[src/rtl/spc_pkg.sv]
`default_nettype none

package spc_pkg;

   // Field widths of the three channels
   localparam int SENSE_W    = 10;
   localparam int ANGLE_W    = 11;   // internal angle, -800..998 tenths of a degree
   localparam int QUO_W      = ANGLE_W - 1;
   localparam int FILT_W     = 12;
   localparam int TARGET_W   = 12;
   localparam int ERR_W      = 13;
   localparam int DIFF_W     = ERR_W + 1;
   localparam int GAIN_W     = 32;
   localparam int SUM_W      = 32;
   localparam int DRIVE_W    = 18;
   localparam int DUTY_W     = 14;
   localparam int CSR_INDEX_W = 3;
   localparam int CSR_DATA_W  = 32;

   // Current sense: volts*10 = raw*3315/102400, limit trips above 40
   localparam logic [22:0] SENSE_SCALE    = 23'd3315;
   localparam logic [22:0] OC_PRODUCT_MIN = 23'd4198400;

   // Position: angle = trunc((225*(raw-512) + 12800) / 128)
   localparam logic signed [10:0] POS_CENTRE = 11'sd512;
   localparam logic signed [17:0] POS_SCALE  = 18'sd225;
   localparam logic signed [17:0] POS_OFFSET = 18'sd12800;
   localparam logic signed [17:0] POS_ROUND  = 18'sd127;

   // Error deadband of one degree
   localparam logic signed [ERR_W-1:0] DEADBAND = 13'sd10;

   // Drive limits, hundredths of a percent
   localparam logic signed [DRIVE_W-1:0] DRIVE_LIMIT = 18'sd100000;
   localparam logic signed [DRIVE_W-1:0] DEADZONE    = 18'sd1000;
   localparam logic [DUTY_W-1:0]         DUTY_MAX    = 14'd9000;

   typedef enum logic [CSR_INDEX_W-1:0] {
      CSR_TARGET = 3'd0,
      CSR_PROP   = 3'd1,
      CSR_INTEG  = 3'd2,
      CSR_DERIV  = 3'd3,
      CSR_BIAS   = 3'd4
   } csr_index_type;

   // Load strobes for the averaging stages
   typedef struct packed {
      logic shift_in;   // new angle enters the ring, total register takes the sum
      logic load_quo;   // quotient register takes the scaled total
   } avg_ctl_type;

endpackage

`default_nettype wire

[src/rtl/spc_avg.sv]
`default_nettype none

module spc_avg #(
   parameter int AVERAGE_DEPTH = 8
) (
   input  logic                                clock,
   input  logic                                reset,
   input  spc_pkg::avg_ctl_type                ctl,
   input  logic signed [spc_pkg::ANGLE_W-1:0]  angle,
   output logic [spc_pkg::QUO_W-1:0]           quo,
   output logic                                quo_neg
);
   import spc_pkg::*;

   localparam int DEPTH_LOG = $clog2(AVERAGE_DEPTH);
   localparam int TOT_W     = ANGLE_W + DEPTH_LOG;
   localparam int MAG_W     = TOT_W - 1;
   localparam int SHIFT     = MAG_W + DEPTH_LOG;
   localparam int RECIP_W   = MAG_W + 1;
   localparam int PROD_W    = MAG_W + RECIP_W;
   // Rounded-up reciprocal: exact truncating quotient for any magnitude below 2**MAG_W
   localparam longint unsigned RECIP_FULL =
      ((64'd1 << SHIFT) + AVERAGE_DEPTH - 1) / AVERAGE_DEPTH;
   localparam logic [RECIP_W-1:0] RECIP = RECIP_W'(RECIP_FULL);

   logic signed [ANGLE_W-1:0] ring_ff [AVERAGE_DEPTH];
   logic signed [TOT_W-1:0]   total_ff;
   logic signed [TOT_W-1:0]   total_in;
   logic signed [TOT_W-1:0]   total_abs;
   logic [MAG_W-1:0]          mag;
   logic [PROD_W-1:0]         prod;
   logic [QUO_W-1:0]          quo_ff;
   logic                      quo_neg_ff;

   // Running sum: add the newcomer, drop the oldest entry
   assign total_in = total_ff + angle - ring_ff[AVERAGE_DEPTH-1];

   always_ff @(posedge clock) begin
      if (reset) begin
         total_ff <= '0;
         for (int i = 0; i < AVERAGE_DEPTH; i++) begin
            ring_ff[i] <= '0;
         end
      end else if (ctl.shift_in) begin
         total_ff   <= total_in;
         ring_ff[0] <= angle;
         for (int i = 1; i < AVERAGE_DEPTH; i++) begin
            ring_ff[i] <= ring_ff[i-1];
         end
      end
   end

   // Divide the magnitude by the depth through the reciprocal
   assign total_abs = total_ff[TOT_W-1] ? -total_ff : total_ff;
   assign mag       = total_abs[MAG_W-1:0];
   assign prod      = PROD_W'(mag) * PROD_W'(RECIP);

   always_ff @(posedge clock) begin
      if (ctl.load_quo) begin
         quo_ff     <= prod[SHIFT +: QUO_W];
         quo_neg_ff <= total_ff[TOT_W-1];
      end
   end

   assign quo     = quo_ff;
   assign quo_neg = quo_neg_ff;

endmodule

`default_nettype wire

[config.mk]
export PLATFORM = sky130hd
export DESIGN_NAME = spc_avg
export DESIGN_NICKNAME = d
export VERILOG_FILES = /design/src/rtl/spc_pkg.sv /design/src/rtl/spc_avg.sv
export SDC_FILE = /design/constraint.sdc
export NUM_CORES = 1
export LEC_CHECK = 0
export BUFFER_PORTS_ARGS = -buffer_cell sky130_fd_sc_hd__buf_4
export CORE_AREA = 2 2 112 114
export DETAILED_ROUTE_END_ITERATION = 8
export DIE_AREA = 0 0 114 116
export PLACE_DENSITY_LB_ADDON = 0.15
export SLEW_MARGIN = 20
export SYNTH_ARGS = -nofsm -noshare
export SYNTH_HDL_FRONTEND = slang
export SYNTH_SLANG_ARGS = --single-unit
[constraint.sdc]
create_clock -name clock -period 3.3 [get_ports clock]
set_clock_uncertainty 0.1 [all_clocks]
set_input_delay 0.165 -clock clock [delete_from_list [all_inputs] [get_ports clock]]
set_output_delay 0.165 -clock clock [all_outputs]
set_load 0.02 [all_outputs]
; Word-level counts from Yosys, hierarchy flattened
; Memory sizes are Yosys's and may differ from the RTL's.
; Index checks and enable logic that the tools add are counted.
[classes]
n_addsub = 3
muxes = 14
n_bitwise = 8
[op_table]
columns = operator, n
row1 = $mux W11, 8
row2 = $add A14 B11 Y14, 1
row3 = $sub A14 B11 Y14, 1
row4 = $mux W13, 1
row5 = $neg A13 Y13, 1
row6 = $or A1 B1 Y1, 8
row7 = $mux W1, 5
[totals]
register_bits = 25
mem_bits_rw = 88
output_inout_bits = 11
word_cells = 29
memories = 1
[mem_list]
columns = name, words, width, read_ports, rd_clocked_by_memory_dff, write_ports, line_no
row1 = ring_ff, 8, 11, 8, 0, 8, spc_avg.sv:26  ; logic signed [ANGLE_W-1:0] ring_ff [AVERAGE_DEPTH];

; Depth between registers and ports, before layout
[depth]
ltp_word = 4
depth_mapped = 12

; Least setup slack after synthesis
; No wires, ideal clock.
[synth_path]
kind = register to register
startpoint = memory ring_ff[7][10], in the netlist ring_ff[0][87]
endpoint = register total_ff[13]
setup_ps = 70
arrival_ps = 2662
path_slack_ps = 468
stages_incl_launch_ff = 11
path_buffers = 1
period_less_slack_ps = 2832
cell_sequence = edfxtp_1 -> fa_1 -> inv_1 -> ha_1 -> buf_6 -> a21o_1 -> a21o_1 -> a221oi_2 -> a21oi_1 -> or4_1 -> a21oi_1
[synth_lines]
columns = item, line_no
row1 = start: declaration, spc_avg.sv:26
row2 = end signal: assignment, spc_avg.sv:45  ; total_ff <= total_in;
row3 = end: declaration, spc_avg.sv:27  ; logic signed [TOT_W-1:0] total_ff;

==> results_dict.tcl <==
set metrics [dict create \
    outcome "completed" \
    worstMarginPinSlew_ns 0.818 \
    synth-seq-cells 113 \
    fin_nets 492 \
    yosysSeqAreaShare_pct 61.7 \
    ant_nets 0 \
    grt_pass1_wl_microns 14900 \
    slew_headroom_pct 45.5 \
    ioPinCount 26 \
    port_buffers 25 \
    hold_viol 0 \
    mostFrequentLayoutCell "edfxtp_1" \
    synthesis.area_sq_um 5270 \
    start_util_pct 44.2 \
    crit_chain "fa_1 -> inv_1 -> ha_1 -> a21o_1 -> a21o_1 -> a221oi_2 -> a21oi_1 -> or4_1 -> a21oi_1" \
    numCtsBuffers 17 \
    syn2layout_area_growth_pct 17.0 \
    cp_max_fo 8 \
    required_ns 3.54 \
    post_cts_buffers 0 \
    placedCellCount 574 \
    drt-pass1-iter-count 4 \
    grt_pass1_vias 3034 \
    start_kind "register" \
    die_area_sq_um 13200 \
    via_per_inst 4.92 \
    vdd_drop_max_uv 300 \
    worst_r2r_endpoint "total_ff[13]" \
    drive_above_1_share_pct 13.2 \
    path_delay_family "compound AO/OA/AOI/OAI gates" \
    rsz0062_at_grt "false" \
    power_density_nw_per_um2 828 \
    ys_warn_count 0 \
    vias 2994 \
    synthFlopType "edfxtp_1" \
    fin_crit_sh_pct 92.8 \
    drt-total-wl_microns 8960 \
    setup_viol 0 \
    r2r_start "ring_ff[0][87]" \
    power.static_leakage_nw 2.60 \
    fin_util_pct 51.8 \
    gp_congestion 0.858 \
    slowest_stage "fa_1" \
    timing.fmax_ghz 0.326 \
    cap_violations 0 \
    ys_types 40 \
    ctsHtreeMaxLevel 4 \
    drv_slew 0 \
    cts_buffer_depth 2 \
    hpwl_microns 5750 \
    mappedNetlistNets 457 \
    clk-insertion-delay-late_ns 0.41 \
    antenna_found_initial 0 \
    n_antenna_cell 0 \
    worst_hold_startpoint "angle[1]" \
    critPathArrivalTime_ns 3.30 \
    critical_path.max_stage_delay_ns 0.52 \
    overflow 0 \
    avgSynthCellArea_sq_um 12.7 \
    numClockSinks 113 \
    cp.buffers_inverters 1 \
    seqCellArea_sq_um 3250 \
    synth-edff-count 99 \
    power.total_mw 5.11 \
    cts_tree "yes" \
    endpoint_kind "register" \
    min_to "ring_ff[0][1]" \
    rr_worst_depth 9 \
    final_cell_mix "edfxtp_1, and2_1, inv_1" \
    die-height_microns 116 \
    final.setup.tns_ns 0 \
    hold_depth 3 \
    grt_max_degree 47 \
    core-area_sq_um 11900 \
    final_cells 609 \
    multi_input_area_sq_um 1730 \
    nFillCells 1040 \
    path_class "reg -> reg" \
    cts-root-buf "clkbuf_16" \
    row_count 40 \
    grtUsageTotal_pct 15.3 \
    hold_class "in -> reg" \
    wl_per_cell_microns 14.7 \
    ff2ff_setup_slack_ns 0.24 \
    syn_inst 414 \
    ys_async_sr_fraction_pct 0 \
    drt_iter0_drc 135 \
    die_x_microns 114 \
    fin_crit_ns 3.06 \
    drc 0 \
    clkTransAtPathRegs_ns 0.06 \
]
-- what timing repair did --
item	CTS	global route
gates resized for setup	0	0
hold buffers	3	0
setup endpoints to repair	0	0
endpoints found under the hold margin	13	0
-- state kept, by name (all words and copies together) (netlist names) --
| register | cells |
|---|---|
| quo | 10 |
| total_ff | 14 |
| ring_ff | 88 |
| quo_neg | 1 |
-- metal layers --
layer	vias to the layer above	global-route usage (%)	routed length, microns
met5	-	0	0
li1	1478	-	-
met1	1433	19.7	4270
met3	24	4.45	270
met4	0	9.43	294
met2	59	22.8	4130
-- worst max-delay path by stage --
stage	endpoint	cells past startpoint	slack, ns	startpoint
after floorplan	total_ff[13]	10	0.47	ring_ff[0][87]
after global placement	total_ff[13]	10	0.40	total_ff[6]
after detailed placement	total_ff[13]	9	0.32	ring_ff[0][87]
after CTS	total_ff[13]	9	0.28	ring_ff[0][87]
after global routing	total_ff[13]	10	0.15	total_ff[8]
final	total_ff[13]	9	0.24	ring_ff[0][87]
-- metrics by stage --
| stage | setup WS [ns] | hold slack, ns | cell area (sq um) |
|---|---|---|---|
| global route | 0.154 | 0.0182 | 6170 |
| detailed placement | 0.324 | 0.385 | 5590 |
| CTS | 0.284 | 0.00327 | 6170 |
| floorplan | 0.468 | 0.177 | 5270 |
| global placement | 0.400 | 0.382 | 5590 |
| finish | 0.237 | 0.0121 | 6170 |
-- logic make-up (layout without fill, tap and decap cells) --
group	count (synthesis)	count (layout)	share of synthesized area [%]
mux	6	6	1.14
flops	113	113	61.7
buf+inv	68	116	5.58
simple gates	135	135	14.3
compound gates	46	46	5.75
xor+xnor	18	18	2.99
fa+ha+maj	28	28	8.50
-- Yosys cell counts (4+ instances only) --
library cell,n,area [sq um]
dfxtp_1,14,280
a21oi_1,13,65.1
fa_1,13,260
ha_1,15,188
and2_1,56,350
o21ai_0,7,35.0
mux2i_1,6,60.1
clkbuf_1,10,37.5
o22ai_1,4,25.0
nand2_1,14,52.6
nor2_1,24,90.1
inv_1,53,199
nor2b_1,24,150
a21o_1,4,30.0
o211ai_1,4,30.0
xnor2_1,16,140
nand4_1,4,25.0
edfxtp_1,99,2970
-- tightest hold or removal path: stages --
cell	delay (ns)
buf_4	0.08
inv_1	0.06
nor2_1	0.10
-- final cells by class --
cell class	count	area share (%)
inverter	53	3.25
clock inverter	13	1.95
clock buffer	19	7.02
multi-input combinational	233	28.0
timing repair buffer	31	4.10
tap	147	2.98
sequential	113	52.7
-- where the power goes --
part	switching [mW]	leakage [nW]	internal (mW)	total, mW
clock network	0.619	0.269	1.09	1.71
registers	0.0996	1.20	1.80	1.90
logic	0.847	1.14	0.654	1.50
No activity file was read; power rests on OpenSTA's default activity.
