### src/rtl/spc_pkg.sv
`default_nettype none

package spc_pkg;

   // Field widths of the three channels
   localparam int SENSE_W    = 10;
   localparam int ANGLE_W    = 11;   // internal angle, -800..998 tenths of a degree
   localparam int QUO_W      = ANGLE_W - 1;
   localparam int FILT_W     = 12;
   localparam int TARGET_W   = 12;
   localparam int ERR_W      = 13;
   localparam int DIFF_W     = ERR_W + 1;
   localparam int GAIN_W     = 32;
   localparam int SUM_W      = 32;
   localparam int DRIVE_W    = 18;
   localparam int DUTY_W     = 14;
   localparam int CSR_INDEX_W = 3;
   localparam int CSR_DATA_W  = 32;

   // Current sense: volts*10 = raw*3315/102400, limit trips above 40
   localparam logic [22:0] SENSE_SCALE    = 23'd3315;
   localparam logic [22:0] OC_PRODUCT_MIN = 23'd4198400;

   // Position: angle = trunc((225*(raw-512) + 12800) / 128)
   localparam logic signed [10:0] POS_CENTRE = 11'sd512;
   localparam logic signed [17:0] POS_SCALE  = 18'sd225;
   localparam logic signed [17:0] POS_OFFSET = 18'sd12800;
   localparam logic signed [17:0] POS_ROUND  = 18'sd127;

   // Error deadband of one degree
   localparam logic signed [ERR_W-1:0] DEADBAND = 13'sd10;

   // Drive limits, hundredths of a percent
   localparam logic signed [DRIVE_W-1:0] DRIVE_LIMIT = 18'sd100000;
   localparam logic signed [DRIVE_W-1:0] DEADZONE    = 18'sd1000;
   localparam logic [DUTY_W-1:0]         DUTY_MAX    = 14'd9000;

   typedef enum logic [CSR_INDEX_W-1:0] {
      CSR_TARGET = 3'd0,
      CSR_PROP   = 3'd1,
      CSR_INTEG  = 3'd2,
      CSR_DERIV  = 3'd3,
      CSR_BIAS   = 3'd4
   } csr_index_type;

   // Load strobes for the averaging stages
   typedef struct packed {
      logic shift_in;   // new angle enters the ring, total register takes the sum
      logic load_quo;   // quotient register takes the scaled total
   } avg_ctl_type;

endpackage

`default_nettype wire

### src/rtl/spc_bridge.sv
`default_nettype none

module spc_bridge (
   input  logic                                clock,
   input  logic                                reset,
   input  logic                                commit,
   input  logic signed [spc_pkg::DRIVE_W-1:0]  pid,
   input  logic                                over_current,
   output logic signed [spc_pkg::DRIVE_W-1:0]  cmd,
   output logic [spc_pkg::DUTY_W-1:0]          left_duty,
   output logic [spc_pkg::DUTY_W-1:0]          right_duty
);
   import spc_pkg::*;

   typedef enum logic [1:0] {
      SIGN_ZERO,
      SIGN_POS,
      SIGN_NEG
   } sign_type;

   logic signed [DRIVE_W-1:0] pid_ff;
   sign_type                  last_sign_ff;
   sign_type                  sign_in;
   logic signed [DRIVE_W-1:0] cmd_abs;
   logic [DUTY_W-1:0]         duty;
   logic                      reversal;

   // Over-current holds the last drive direction at the deadzone edge
   always_comb begin
      if (over_current) begin
         cmd = pid_ff[DRIVE_W-1] ? -DEADZONE : DEADZONE;
      end else begin
         cmd = pid;
      end
   end

   always_comb begin
      if (cmd == '0) begin
         sign_in = SIGN_ZERO;
      end else if (cmd[DRIVE_W-1]) begin
         sign_in = SIGN_NEG;
      end else begin
         sign_in = SIGN_POS;
      end
   end

   assign reversal = ((sign_in == SIGN_NEG) && (last_sign_ff == SIGN_POS)) ||
                     ((sign_in == SIGN_POS) && (last_sign_ff == SIGN_NEG));

   // Clamp the magnitude to the duty ceiling
   assign cmd_abs = cmd[DRIVE_W-1] ? -cmd : cmd;
   assign duty    = (cmd_abs > $signed({4'b0, DUTY_MAX})) ? DUTY_MAX : cmd_abs[DUTY_W-1:0];

   // Drive one side only, outside the deadzone, never on a reversal tick
   assign left_duty  = (!reversal && (cmd < -DEADZONE)) ? duty : '0;
   assign right_duty = (!reversal && (cmd > DEADZONE))  ? duty : '0;

   always_ff @(posedge clock) begin
      if (reset) begin
         pid_ff       <= '0;
         last_sign_ff <= SIGN_ZERO;
      end else if (commit) begin
         last_sign_ff <= sign_in;
         if (!over_current) begin
            pid_ff <= pid;
         end
      end
   end

endmodule

`default_nettype wire

### config.mk
export PLATFORM = sky130hd
export DESIGN_NAME = spc_bridge
export DESIGN_NICKNAME = d
export VERILOG_FILES = /design/src/rtl/spc_pkg.sv /design/src/rtl/spc_bridge.sv
export SDC_FILE = /design/constraint.sdc
export NUM_CORES = 1
export LEC_CHECK = 0
export BUFFER_PORTS_ARGS = -buffer_cell sky130_fd_sc_hd__buf_2
export CORE_ASPECT_RATIO = 1.5
export CORE_MARGIN = 4
export CORE_UTILIZATION = 45
export CTS_BUF_LIST = sky130_fd_sc_hd__clkbuf_8
export DETAILED_ROUTE_END_ITERATION = 16
export PLACE_DENSITY_LB_ADDON = 0.05
export SYNTH_ARGS = -nofsm -noshare
export SYNTH_HDL_FRONTEND = slang
export SYNTH_SLANG_ARGS = --single-unit
### constraint.sdc
create_clock -name clock -period 6.6 [get_ports clock]
set_input_delay 1.32 -clock clock [delete_from_list [all_inputs] [get_ports clock]]
set_output_delay 1.32 -clock clock [all_outputs]
set_load 0.03 [all_outputs]
# ---- Word-level counts from Yosys, hierarchy flattened
# Index checks and enable logic that the tools add are counted.
dict set report totals {
  wordCells 27
  register_bits 20
}
dict set report op_classes {
  eq_ne 4
  n_reduce_logical 8
  addsub 1
  order_cmp 3
  n_bitwise 1
  n_mux 8
}
# operator n
set ops {}
lappend ops {{18-bit two-way mux} 3}
lappend ops {{14-bit two-way mux} 3}
lappend ops {{18-bit by 11-bit > comparator with 1-bit output, second input constant} 1}
lappend ops {{18-bit by 15-bit > comparator with 1-bit output, second input constant} 1}
lappend ops {{18-bit zero test} 1}
lappend ops {{18-bit by 11-bit less-than comparator with 1-bit output, second input constant} 1}
lappend ops {{18-bit negation} 1}
lappend ops {{2-bit by 1-bit == test with 1-bit output, second input constant} 2}
lappend ops {{2-bit == test, second input constant} 2}
lappend ops {{1-bit logical AND} 4}
lappend ops {{2-bit two-way mux} 2}
lappend ops {{2-bit AND reduction} 1}
lappend ops {{1-bit zero test} 1}
lappend ops {{1-bit logical OR} 1}
lappend ops {{1-bit NOT} 1}

# ---- Longest topological paths before layout
# Gate-level depths: netlist of run 1.
dict set report logic_depth {
  depth_word 10
  ltp_mapped 14
  depth_no_buf 10
}

# ---- Worst setup path before layout of run 1
# No wires, ideal clock.
dict set report synth_path {
  path_type {in2out}
  startpoint {input over_current}
  endpoint {output right_duty[1] (netlist bit)}
  n_path_buf 4
  arrival_time_ps 4696
  cell_stages 14
  path_slack_ps 584
  required_ps 5280
  path_cell_list {buf_6 -> clkbuf_1 -> inv_1 -> clkbuf_1 -> nand2_1 -> ha_1 -> nor2b_1 -> nand4_4 -> o21a_1 -> or4b_1 -> a32o_1 -> or4_1 -> buf_6 -> nor2_2}
}
dict set report synth_via {
  elab_chain_cells 9
}
# item line
set synth_rtl {}
lappend synth_rtl {{from (decl)} spc_bridge.sv:8} ;# input logic over_current,
lappend synth_rtl {{18-bit two-way mux *} spc_bridge.sv:30} ;# if (over_current) begin
lappend synth_rtl {{branches (longest 7 deep; another with 18-bit negation)} -}
lappend synth_rtl {{14-bit two-way mux *} spc_bridge.sv:56} ;# assign right_duty = (!reversal && (cmd > DEADZONE)) ? duty : '0;
lappend synth_rtl {{to (decl)} spc_bridge.sv:11} ;# output logic [spc_pkg::DUTY_W-1:0] right_duty
# Mark *: on every way between the ends.

# ---- Final worst setup path of run 1
dict set report layout_path {
  startpoint {input over_current}
  endpoint {output right_duty[7] (netlist bit)}
}
# The elaborated chain is that of the path after synthesis.

==> run_results.csv, run 1 <==
group,metric,value,unit
status,outcome,"finished clean",
cells_and_area,antenna_cells,0,
setup_path,crit_path_start,"over_current",
sta,rsz0062_at_grt,"no",
place,dp_hpwl,3510,um
detailed_routing,wl_per_cell,15.6,um
synthesis,synth_top_cell_by_area,"a21oi_1",
min_path,holdCritPathClass,"register to register",
synthesis,syn_nets,203,
detailed_routing,vias_per_cell,5.88,
detailed_routing,dr_total_vias,1593,
synthesis,synthArstFlopShare,0,
grt,grt-ovfl-total,0,
sta,timing.final.crit_period,5890,ps
place,io_buffers,67,
cts,cts_buffers,3,
synthesis,ys_ff_latch,3,
synthesis,syn_area,0.00113,mm2
sta,slew_viol_final,0,
synthesis,ys_seq_area_frac,0.0530,
setup_path,cpMaxStageDelayCell,"or4_1",
sta,period_share,0.893,
min_path,hp-start,"last_sign_ff[0]",
floorplan,initial_utilization,0.468,
grt,grt_pass1_wl,7140,um
sta,setup_tns,0,ps
synthesis,synth_ff_type,"dfxtp_1",
power_and_ir_drop,vdd_drop_max,131,uV
cts,cts-root-buf,"clkbuf_8",
min_path,holdPathEnd,"last_sign_ff[0]",
setup_path,startpoint_type,"input pin",
synthesis,ys_top_cells_by_count,"16 x inv_1, 15 x a21oi_1, 15 x nand2_1, 15 x nor2_1, 14 x o21ai_0",
setup_path,reg2reg_setup_slack,5180,ps
grt,antenna_found_initial,0,
detailed_routing,ant_nets,0,
setup_path,end_kind,"output port",
setup_path,cp_max_fo,9,
grt,grt_use_total,0.247,
cts,postCtsSetupBuffers,0,
sta,hold_viol,0,
min_path,hold_depth,2,
setup_path,crit_type,"input pin to output port",
power_and_ir_drop,power.density,141,mW/mm2
cts,holdBufCountCts,0,
setup_path,reg2reg_depth,5,
setup_path,path_buf_inv,3,
synthesis,synth_cell_type_count,49,
detailed_routing,drc_errors,0,
place,gp_congestion,0.915,
cts,cts_buffer_depth,2,
sta,clock_skew,0.278,ps
cts,cts-resized-gates,0,
sta,fmax,170,MHz
cts,clkSinkCount,3,
power_and_ir_drop,power,0.215,mW
grt,grt_max_degree,25,
synthesis,netlist_top_cells_area,"a21oi_1 6.6%, o21ai_0 6.2%, xor2_1 5.4%, dfxtp_1 5.3%, inv_1 5.3%",
floorplan,core_region_area,0.00242,mm2
setup_path,cpMostUsedCell,"buf_2",
cts,worstSkewPairLatency,210,ps
synthesis,yosysTopAreaCellShare,0.0662,
cts,htree_levels,1,
synthesis,yosysMostFrequentCell,"inv_1",
setup_path,slowest_delay,750,ps
setup_path,worstPathRequired,5280,ps
synthesis,syn-mean-instance-area,6.30,um2
setup_path,arrival,4570,ps
floorplan,die_y,69.5,um
detailed_routing,first_pass_iters,4,
grt,grt_pass1_vias,1599,
floorplan,die_width,49.0,um
setup_path,crit_chain,"buf_2, inv_1, nand2_1, ha_1, nor2b_1, nand4_4, o21a_1, or4b_1, a32o_1, or4_1, nor2_2, buf_2",
cells_and_area,syn_to_final_growth,34.9,%
floorplan,dieArea,0.00340,mm2
cts,clk_pin_slew,30,ps
detailed_routing,drtIter0Drc,28,
floorplan,num_rows,22,
sta,worst_pin_slew,908,ps
cells_and_area,num-nets-final,271,
setup_path,critical-path-top-delay-family,"simple AND/OR/NAND/NOR gates",
sta,setup_viol_count_final,0,
setup_path,timing.rr.end,"last_sign_ff[0]",
floorplan,io_pins,68,
synthesis,yosys_warnings,0,
sta,slew_headroom,0.385,
cells_and_area,drive_above_1_share,0.360,
setup_path,rr_startpoint,"pid_ff[17]",
synthesis,synth_enable_flop_cells,0,
detailed_routing,drt-total-wl,4230,um
synthesis,synth_cells,180,
cts,tritoncts,"yes",
job,max_cap_violations,0,
power_and_ir_drop,p_leak,0.788,nW
-- layout by cell type, fill, tap and decap left out, drive strengths merged, types with 2 or more instances in the layout --
| cell type | instances |
|---|---|
| or3 | 4 |
| mux2i | 3 |
| a31oi | 5 |
| nand2b | 6 |
| clkbuf | 3 |
| o21ai | 15 |
| xor2 | 7 |
| a21o | 6 |
| nand4 | 3 |
| nor4 | 2 |
| or2 | 2 |
| a21oi | 15 |
| nand3 | 4 |
| o31ai | 2 |
| nand2 | 15 |
| nor2 | 24 |
| dfxtp | 3 |
| o22ai | 4 |
| inv | 17 |
| nor4b | 2 |
| nor2b | 3 |
| a211oi | 3 |
| buf | 71 |
| nor3 | 7 |
| o21a | 2 |
-- stage by stage --
step                instances  cell area, um2  hold slack, ps  utilization  setup slack (ps)
floorplan                 180            1130             453            -               584
detailed placement        267            1480             478        0.613               744
finish                    271            1530             483        0.631               709
global route              271            1530             515        0.631               468
global placement          267            1480             471        0.613               816
CTS                       271            1530             482        0.631               724
-- report_power, final --
group,leakage (nW),switching (mW),internal (mW)
Clock,0.0269,0.0120,0.0396
Combinational,0.737,0.100,0.0428
Sequential,0.0248,0.000718,0.0194
Total,0.788,0.113,0.102
-- tightest hold or removal path: cells and delay by family, from the launching register on --
kind,cells,cell delay [ps]
DFF,1,310
and+or+nand+nor,1,70
AOI/OAI and AO/OA,1,50
-- area by class of cell --
class,instances,area [um2]
clock buffer,3,41.3
clock inverter,1,3.75
fill,261,893
inverter,16,60.1
multi-input combinational,153,968
sequential,3,60.1
tap,24,30.0
timing repair buffer,71,365
-- metal layers --
| layer | track usage | share of wire | vias up |
|---|---|---|---|
| li1 | - | - | 788 |
| met1 | 0.274 | 0.38 | 723 |
| met2 | 0.452 | 0.54 | 74 |
| met3 | 0.0387 | 0.063 | 8 |
| met4 | 0.0958 | 0.020 | 0 |
| met5 | 0 | 0 | - |
-- sequential cells by signal, indices dropped and copies added, names as in the netlist --
register and cells:
last_sign_ff 2, pid_ff 1
-- cell families after synthesis --
| group | share of synthesized area |
|---|---|
| and+or+nand+nor | 0.408 |
| buffers and inverters | 0.0927 |
| adders and majority gates | 0.0110 |
| DFF | 0.0530 |
| xor gates and xnor gates | 0.0618 |
| AOI/OAI and AO/OA | 0.347 |
| muxes | 0.0265 |
-- worst max-delay path by stage --
stage | end | slack (ps) | depth (start not counted)
floorplan | right_duty[1] | 580 | 14
global placement | right_duty[6] | 820 | 12
detailed placement | right_duty[1] | 740 | 12
CTS | right_duty[1] | 720 | 12
global route | right_duty[7] | 470 | 11
finish | right_duty[7] | 710 | 12
Note: power is estimated with default switching activity, not from simulation.
==> run 2, diff against run 1 <==
PLACE_DENSITY = 0.95   (was default)
PLACE_DENSITY_LB_ADDON = default   (was 0.05)
==> run 2 against run 1 <==
Final cell count decreased by 0.37%. Utilization is 0.31 points lower. First-iteration DRC count rose to 3.4 times the previous value. Clock skew grew 5.1 ps. Total power grew 0.46%. Flip-flop and latch count unchanged. Die area stayed put. Worst hold slack about the same. Critical path depth unchanged. Clock-buffer cell count unchanged. Critical endpoint is now right_duty[6]. Highest routed layer unchanged.
==> run_results.csv, run 2 (synthesis gave the netlist of run 1 again) <==
group,metric,value,unit
cells_and_area,ff_latch_area,60.1,um2
grt,antenna_found_initial,0,
cts,clkSinkCount,3,
cts,holdBufCountCts,0,
cells_and_area,final_cell_mix,"67 x buf_2, 17 x inv_1, 15 x nand2_1, 15 x a21oi_1, 15 x nor2_1",
setup_path,slowest_delay,760,ps
floorplan,core_region_area,0.00242,mm2
cells_and_area,largestRegisters,"last_sign_ff x2, pid_ff x1",
place,io_buffers,67,
cells_and_area,syn_to_final_growth,34.2,%
sta,worst_pin_slew,738,ps
detailed_routing,drc_errors,0,
setup_path,crit_chain,"buf_2, inv_1, nand2_1, ha_1, nor2b_1, nand4_4, o21a_1, or4b_1, a32o_1, or4_1, nor2_2, buf_2",
sta,slew_headroom,0.495,
cells_and_area,multi_input_area,968,um2
power_and_ir_drop,p_leak,0.783,nW
grt,grt_max_degree,25,
sta,clock_skew,5.34,ps
sta,fmax,170,MHz
sta,slew_viol_final,0,
power_and_ir_drop,vdd_drop_max,134,uV
cells_and_area,drive_above_1_share,0.358,
grt,grt_pass1_wl,6870,um
cts,cts-root-buf,"clkbuf_8",
setup_path,path_buf_inv,3,
cts,cts_buffers,3,
grt,grt_use_total,0.243,
sta,rsz0062_at_grt,"no",
sta,hold_viol,0,
detailed_routing,vias_per_cell,6.14,
floorplan,die_width,49.0,um
power_and_ir_drop,p_clk_frac,0.248,
detailed_routing,dr_total_vias,1659,
cells_and_area,antenna_cells,0,
grt,grt-ovfl-total,0,
min_path,holdCritPathClass,"register to register",
setup_path,cpMaxStageDelayCell,"or4_1",
detailed_routing,drtIter0Drc,95,
cts,cts-resized-gates,0,
place,gp_congestion,0.973,
detailed_routing,wl_per_cell,15.3,um
setup_path,crit_type,"input pin to output port",
setup_path,critical-path-top-delay-family,"simple AND/OR/NAND/NOR gates",
detailed_routing,drt-total-wl,4120,um
floorplan,die_y,69.5,um
place,dp_worst_setup_slack,735,ps
floorplan,io_pins,68,
setup_path,cp_max_fo,9,
setup_path,end_kind,"output port",
sta,setup_viol_count_final,0,
setup_path,worstPathRequired,5280,ps
power_and_ir_drop,p_seq_frac,0.093,
power_and_ir_drop,internal-power,0.102,mW
cells_and_area,largest_register_ffs,2,
place,dp_hpwl,3370,um
detailed_routing,ant_nets,0,
job,max_cap_violations,0,
setup_path,cpMostUsedCell,"buf_2",
cts,tritoncts,"yes",
cells_and_area,num-nets-final,270,
power_and_ir_drop,p_sw,0.114,mW
sta,setup_tns,0,ps
status,outcome,"finished clean",
floorplan,dieArea,0.00340,mm2
floorplan,num_rows,22,
sta,timing.final.crit_period,5890,ps
cells_and_area,regMostFlops,"last_sign_ff",
power_and_ir_drop,power.density,142,mW/mm2
cells_and_area,nFillCells,237,
floorplan,initial_utilization,0.468,
cts,cts_buffer_depth,2,
sta,period_share,0.892,
cts,postCtsSetupBuffers,0,
cts,htree_levels,1,
grt,grt_pass1_vias,1548,
cts,worstSkewPairLatency,220,ps
setup_path,arrival,4570,ps
cells_and_area,final_common_cell,"buf_2",
sta,setup_slack,710,ps
cts,clk_pin_slew,30,ps
setup_path,startpoint_type,"input pin",
detailed_routing,first_pass_iters,5,
power_and_ir_drop,swShare,0.529,
power_and_ir_drop,power.share.combinational,0.659,
-- run 2: path summary, 6_finish.rpt --
kind | start | endpoint | slack (ps) | cells past startpoint
setup / recovery | over_current | right_duty[6] | 710 | 12
hold / removal | last_sign_ff[0] | last_sign_ff[0] | 480 | 2
setup reg to reg | pid_ff[17] | last_sign_ff[0] | 5170 | 5
hold reg to reg | last_sign_ff[0] | last_sign_ff[0] | 480 | 2
-- run 2: worst min-delay path, stage by stage, from the launching register on --
cell      delay [ps]
dfxtp_1          310
nand2b_1          70
a21oi_1           50
-- run 2: power groups by stage --
stage	combinational, mW	clock (mW)	sequential [mW]
after detailed placement	0.141	0	0.0204
after global routing	0.153	0.0551	0.0204
after CTS	0.141	0.0538	0.0202
after floorplan	0.0990	0	0.0202
final	0.142	0.0535	0.0202
after global placement	0.140	0	0.0204
-- run 2: through the flow --
stage                     hold WS, ps  cell area (um2)  power (mW)  std cells   util
after floorplan                   453             1130       0.119        180      -
after global placement            468             1480       0.160        266  0.610
after detailed placement          479             1480       0.161        266  0.610
after CTS                         483             1520       0.215        270  0.628
after global routing              521             1520       0.229        270  0.628
final                             483             1520       0.216        270  0.628
-- run 2: layout make-up --
cell class,instances,share of cell area
Sequential cell,3,0.0395
Timing Repair Buffer,70,0.235
Clock buffer,3,0.0271
Tap cell,24,0.0197
Clock inverter,1,0.00247
Inverter,16,0.0395
Multi-Input combinational cell,153,0.637
-- run 2: metal layers --
metal | part of all wire | vias up | global-route usage | wire length [um]
met5 | 0 | - | 0 | 0
met2 | 0.53 | 89 | 0.438 | 2190
met4 | 0.044 | 0 | 0.144 | 182
met3 | 0.070 | 18 | 0.0172 | 289
li1 | - | 791 | - | -
met1 | 0.35 | 761 | 0.268 | 1460
==> run 3, diff against run 2 <==
--- a/config.mk
+++ b/config.mk
@@ -9,8 +9,8 @@
 export CORE_ASPECT_RATIO = 1.5
 export CORE_MARGIN = 4
-export CORE_UTILIZATION = 45
+export CORE_UTILIZATION = 41
 export CTS_BUF_LIST = sky130_fd_sc_hd__clkbuf_8
 export DETAILED_ROUTE_END_ITERATION = 16
-export PLACE_DENSITY = 0.95
+export PLACE_DENSITY = 0.91
 export SYNTH_ARGS = -nofsm -noshare
 export SYNTH_HDL_FRONTEND = slang
==> constraint.sdc (replaced) <==
create_clock -name clock -period 4.9 [get_ports clock]
set_input_delay 0 -clock clock [delete_from_list [all_inputs] [get_ports clock]]
set_output_delay 0 -clock clock [all_outputs]
set_load 0.03 [all_outputs]
==> run 3 against run 2 <==
Final cell count up 4.4%. Register-to-register slack got worse by 1700 ps. Via count decreased by 4.0%. Sequential power rose by 34%. Critical path type unchanged. Largest power group unchanged.
==> run_results.csv, run 3 (synthesis gave the netlist of run 1 again) <==
group,metric,value,unit
setup_path,critical-path-top-delay-family,"simple AND/OR/NAND/NOR gates",
cts,cts_buffer_depth,2,
floorplan,num_rows,23,
sta,setup_slack,1100,ps
setup_path,startpoint_type,"input pin",
grt,grt_pass1_vias,1498,
detailed_routing,route.met3.wl,233,um
detailed_routing,top_layer_used,"met4",
cts,tritoncts,"yes",
setup_path,worstPathRequired,4900,ps
power_and_ir_drop,power.density,186,mW/mm2
detailed_routing,dr_total_vias,1593,
min_path,holdCritPathClass,"input pin to register",
sta,slew_viol_final,0,
detailed_routing,wl_per_cell,14.5,um
cells_and_area,final_common_cell,"buf_2",
cells_and_area,num-nets-final,269,
sta,hold_viol,0,
place,gp_congestion,0.950,
sta,timing.final.crit_period,3800,ps
cts,cts_buffers,3,
sta,fmax,263,MHz
cts,clk_pin_slew,30,ps
sta,setup_tns,0,ps
cts,cts-root-buf,"clkbuf_8",
grt,grt_use_total,0.231,
detailed_routing,drc_errors,0,
detailed_routing,drt-total-wl,4090,um
sta,worst_pin_slew,875,ps
cts,cts-resized-gates,0,
cells_and_area,antenna_cells,0,
detailed_routing,wirelength_met1,1540,um
sta,setup_viol_count_final,0,
sta,slew_headroom,0.407,
floorplan,die_width,50.9,um
setup_path,end_kind,"output port",
status,outcome,"finished clean",
sta,rsz0062_at_grt,"no",
setup_path,crit_type,"input pin to output port",
floorplan,io_pins,68,
grt,antenna_found_initial,0,
grt,grt-ovfl-total,0,
detailed_routing,vias_per_cell,5.65,
cts,htree_levels,1,
place,dp_hpwl,3400,um
floorplan,die_y,72.4,um
cells_and_area,final_cell_mix,"67 x buf_2, 17 x inv_1, 15 x nand2_1, 15 x a21oi_1, 15 x nor2_1",
setup_path,slowest_delay,750,ps
setup_path,reg2reg_setup_slack,3460,ps
floorplan,dieArea,0.00369,mm2
setup_path,cp_max_fo,25,
job,max_cap_violations,0,
place,dp_worst_setup_slack,1140,ps
detailed_routing,first_pass_iters,4,
setup_path,arrival,3800,ps
cts,holdBufCountCts,1,
cells_and_area,largest_register_ffs,2,
cts,clkSinkCount,3,
setup_path,cpMaxStageDelayCell,"or4_1",
cells_and_area,largestRegisters,"last_sign_ff x2, pid_ff x1",
cells_and_area,regMostFlops,"last_sign_ff",
cts,postCtsSetupBuffers,0,
detailed_routing,drtIter0Drc,34,
place,io_buffers,67,
setup_path,cpMostUsedCell,"buf_2",
cells_and_area,drive_above_1_share,0.351,
detailed_routing,wl_met2,2130,um
cells_and_area,syn_to_final_growth,35.2,%
detailed_routing,ant_nets,0,
sta,period_share,0.775,
floorplan,core_region_area,0.00268,mm2
grt,grt_pass1_wl,6730,um
grt,grt_max_degree,26,
power_and_ir_drop,p_leak,0.777,nW
sta,clock_skew,0.258,ps
cts,worstSkewPairLatency,210,ps
power_and_ir_drop,vdd_drop_max,192,uV
setup_path,crit_chain,"buf_2, inv_1, nand2_1, ha_1, nor2b_1, nand4_4, o21a_1, or4b_1, a32o_1, or4_1, nor2_2, buf_2",
floorplan,initial_utilization,0.424,
setup_path,path_buf_inv,3,
run 3: path summary, 6_finish.rpt:
path                         from               to  cells after the start
hold reg to reg   last_sign_ff[0]  last_sign_ff[0]                      2
setup reg to reg       pid_ff[17]  last_sign_ff[0]                      5
setup / recovery     over_current    right_duty[7]                     12
hold / removal             commit  last_sign_ff[1]                      2
run 3: cell type report:
| class | count | area, um2 |
|---|---|---|
| clock buffers | 3 | 41.3 |
| clock inverters | 1 | 3.75 |
| fillers | 285 | 1140 |
| inverters | 16 | 60.1 |
| multi-input cells | 153 | 968 |
| flip-flops and latches | 3 | 60.1 |
| well taps | 37 | 46.3 |
| repair buffers | 69 | 353 |
run 3: report_power, final:
group	switching, mW	internal [mW]
clock network	0.0143	0.0531
logic	0.134	0.0567
registers	0.000980	0.0262
total	0.149	0.136
run 3: per-stage QoR:
step | area [um2] | hold slack, ps | total power [mW] | cells | util
after floorplan | 1130 | 69.1 | 0.161 | 180 | -
after global placement | 1480 | 195 | 0.215 | 277 | 0.552
after detailed placement | 1480 | 191 | 0.217 | 277 | 0.552
after CTS | 1530 | 45.2 | 0.287 | 282 | 0.573
after global routing | 1530 | 57.8 | 0.308 | 282 | 0.573
final | 1530 | 51.9 | 0.285 | 282 | 0.573
run 3: metal layers:
| metal | track usage | up-vias |
|---|---|---|
| li1 | - | 787 |
| met1 | 0.253 | 723 |
| met2 | 0.409 | 68 |
| met3 | 0.0246 | 15 |
| met4 | 0.153 | 0 |
| met5 | 0 | - |
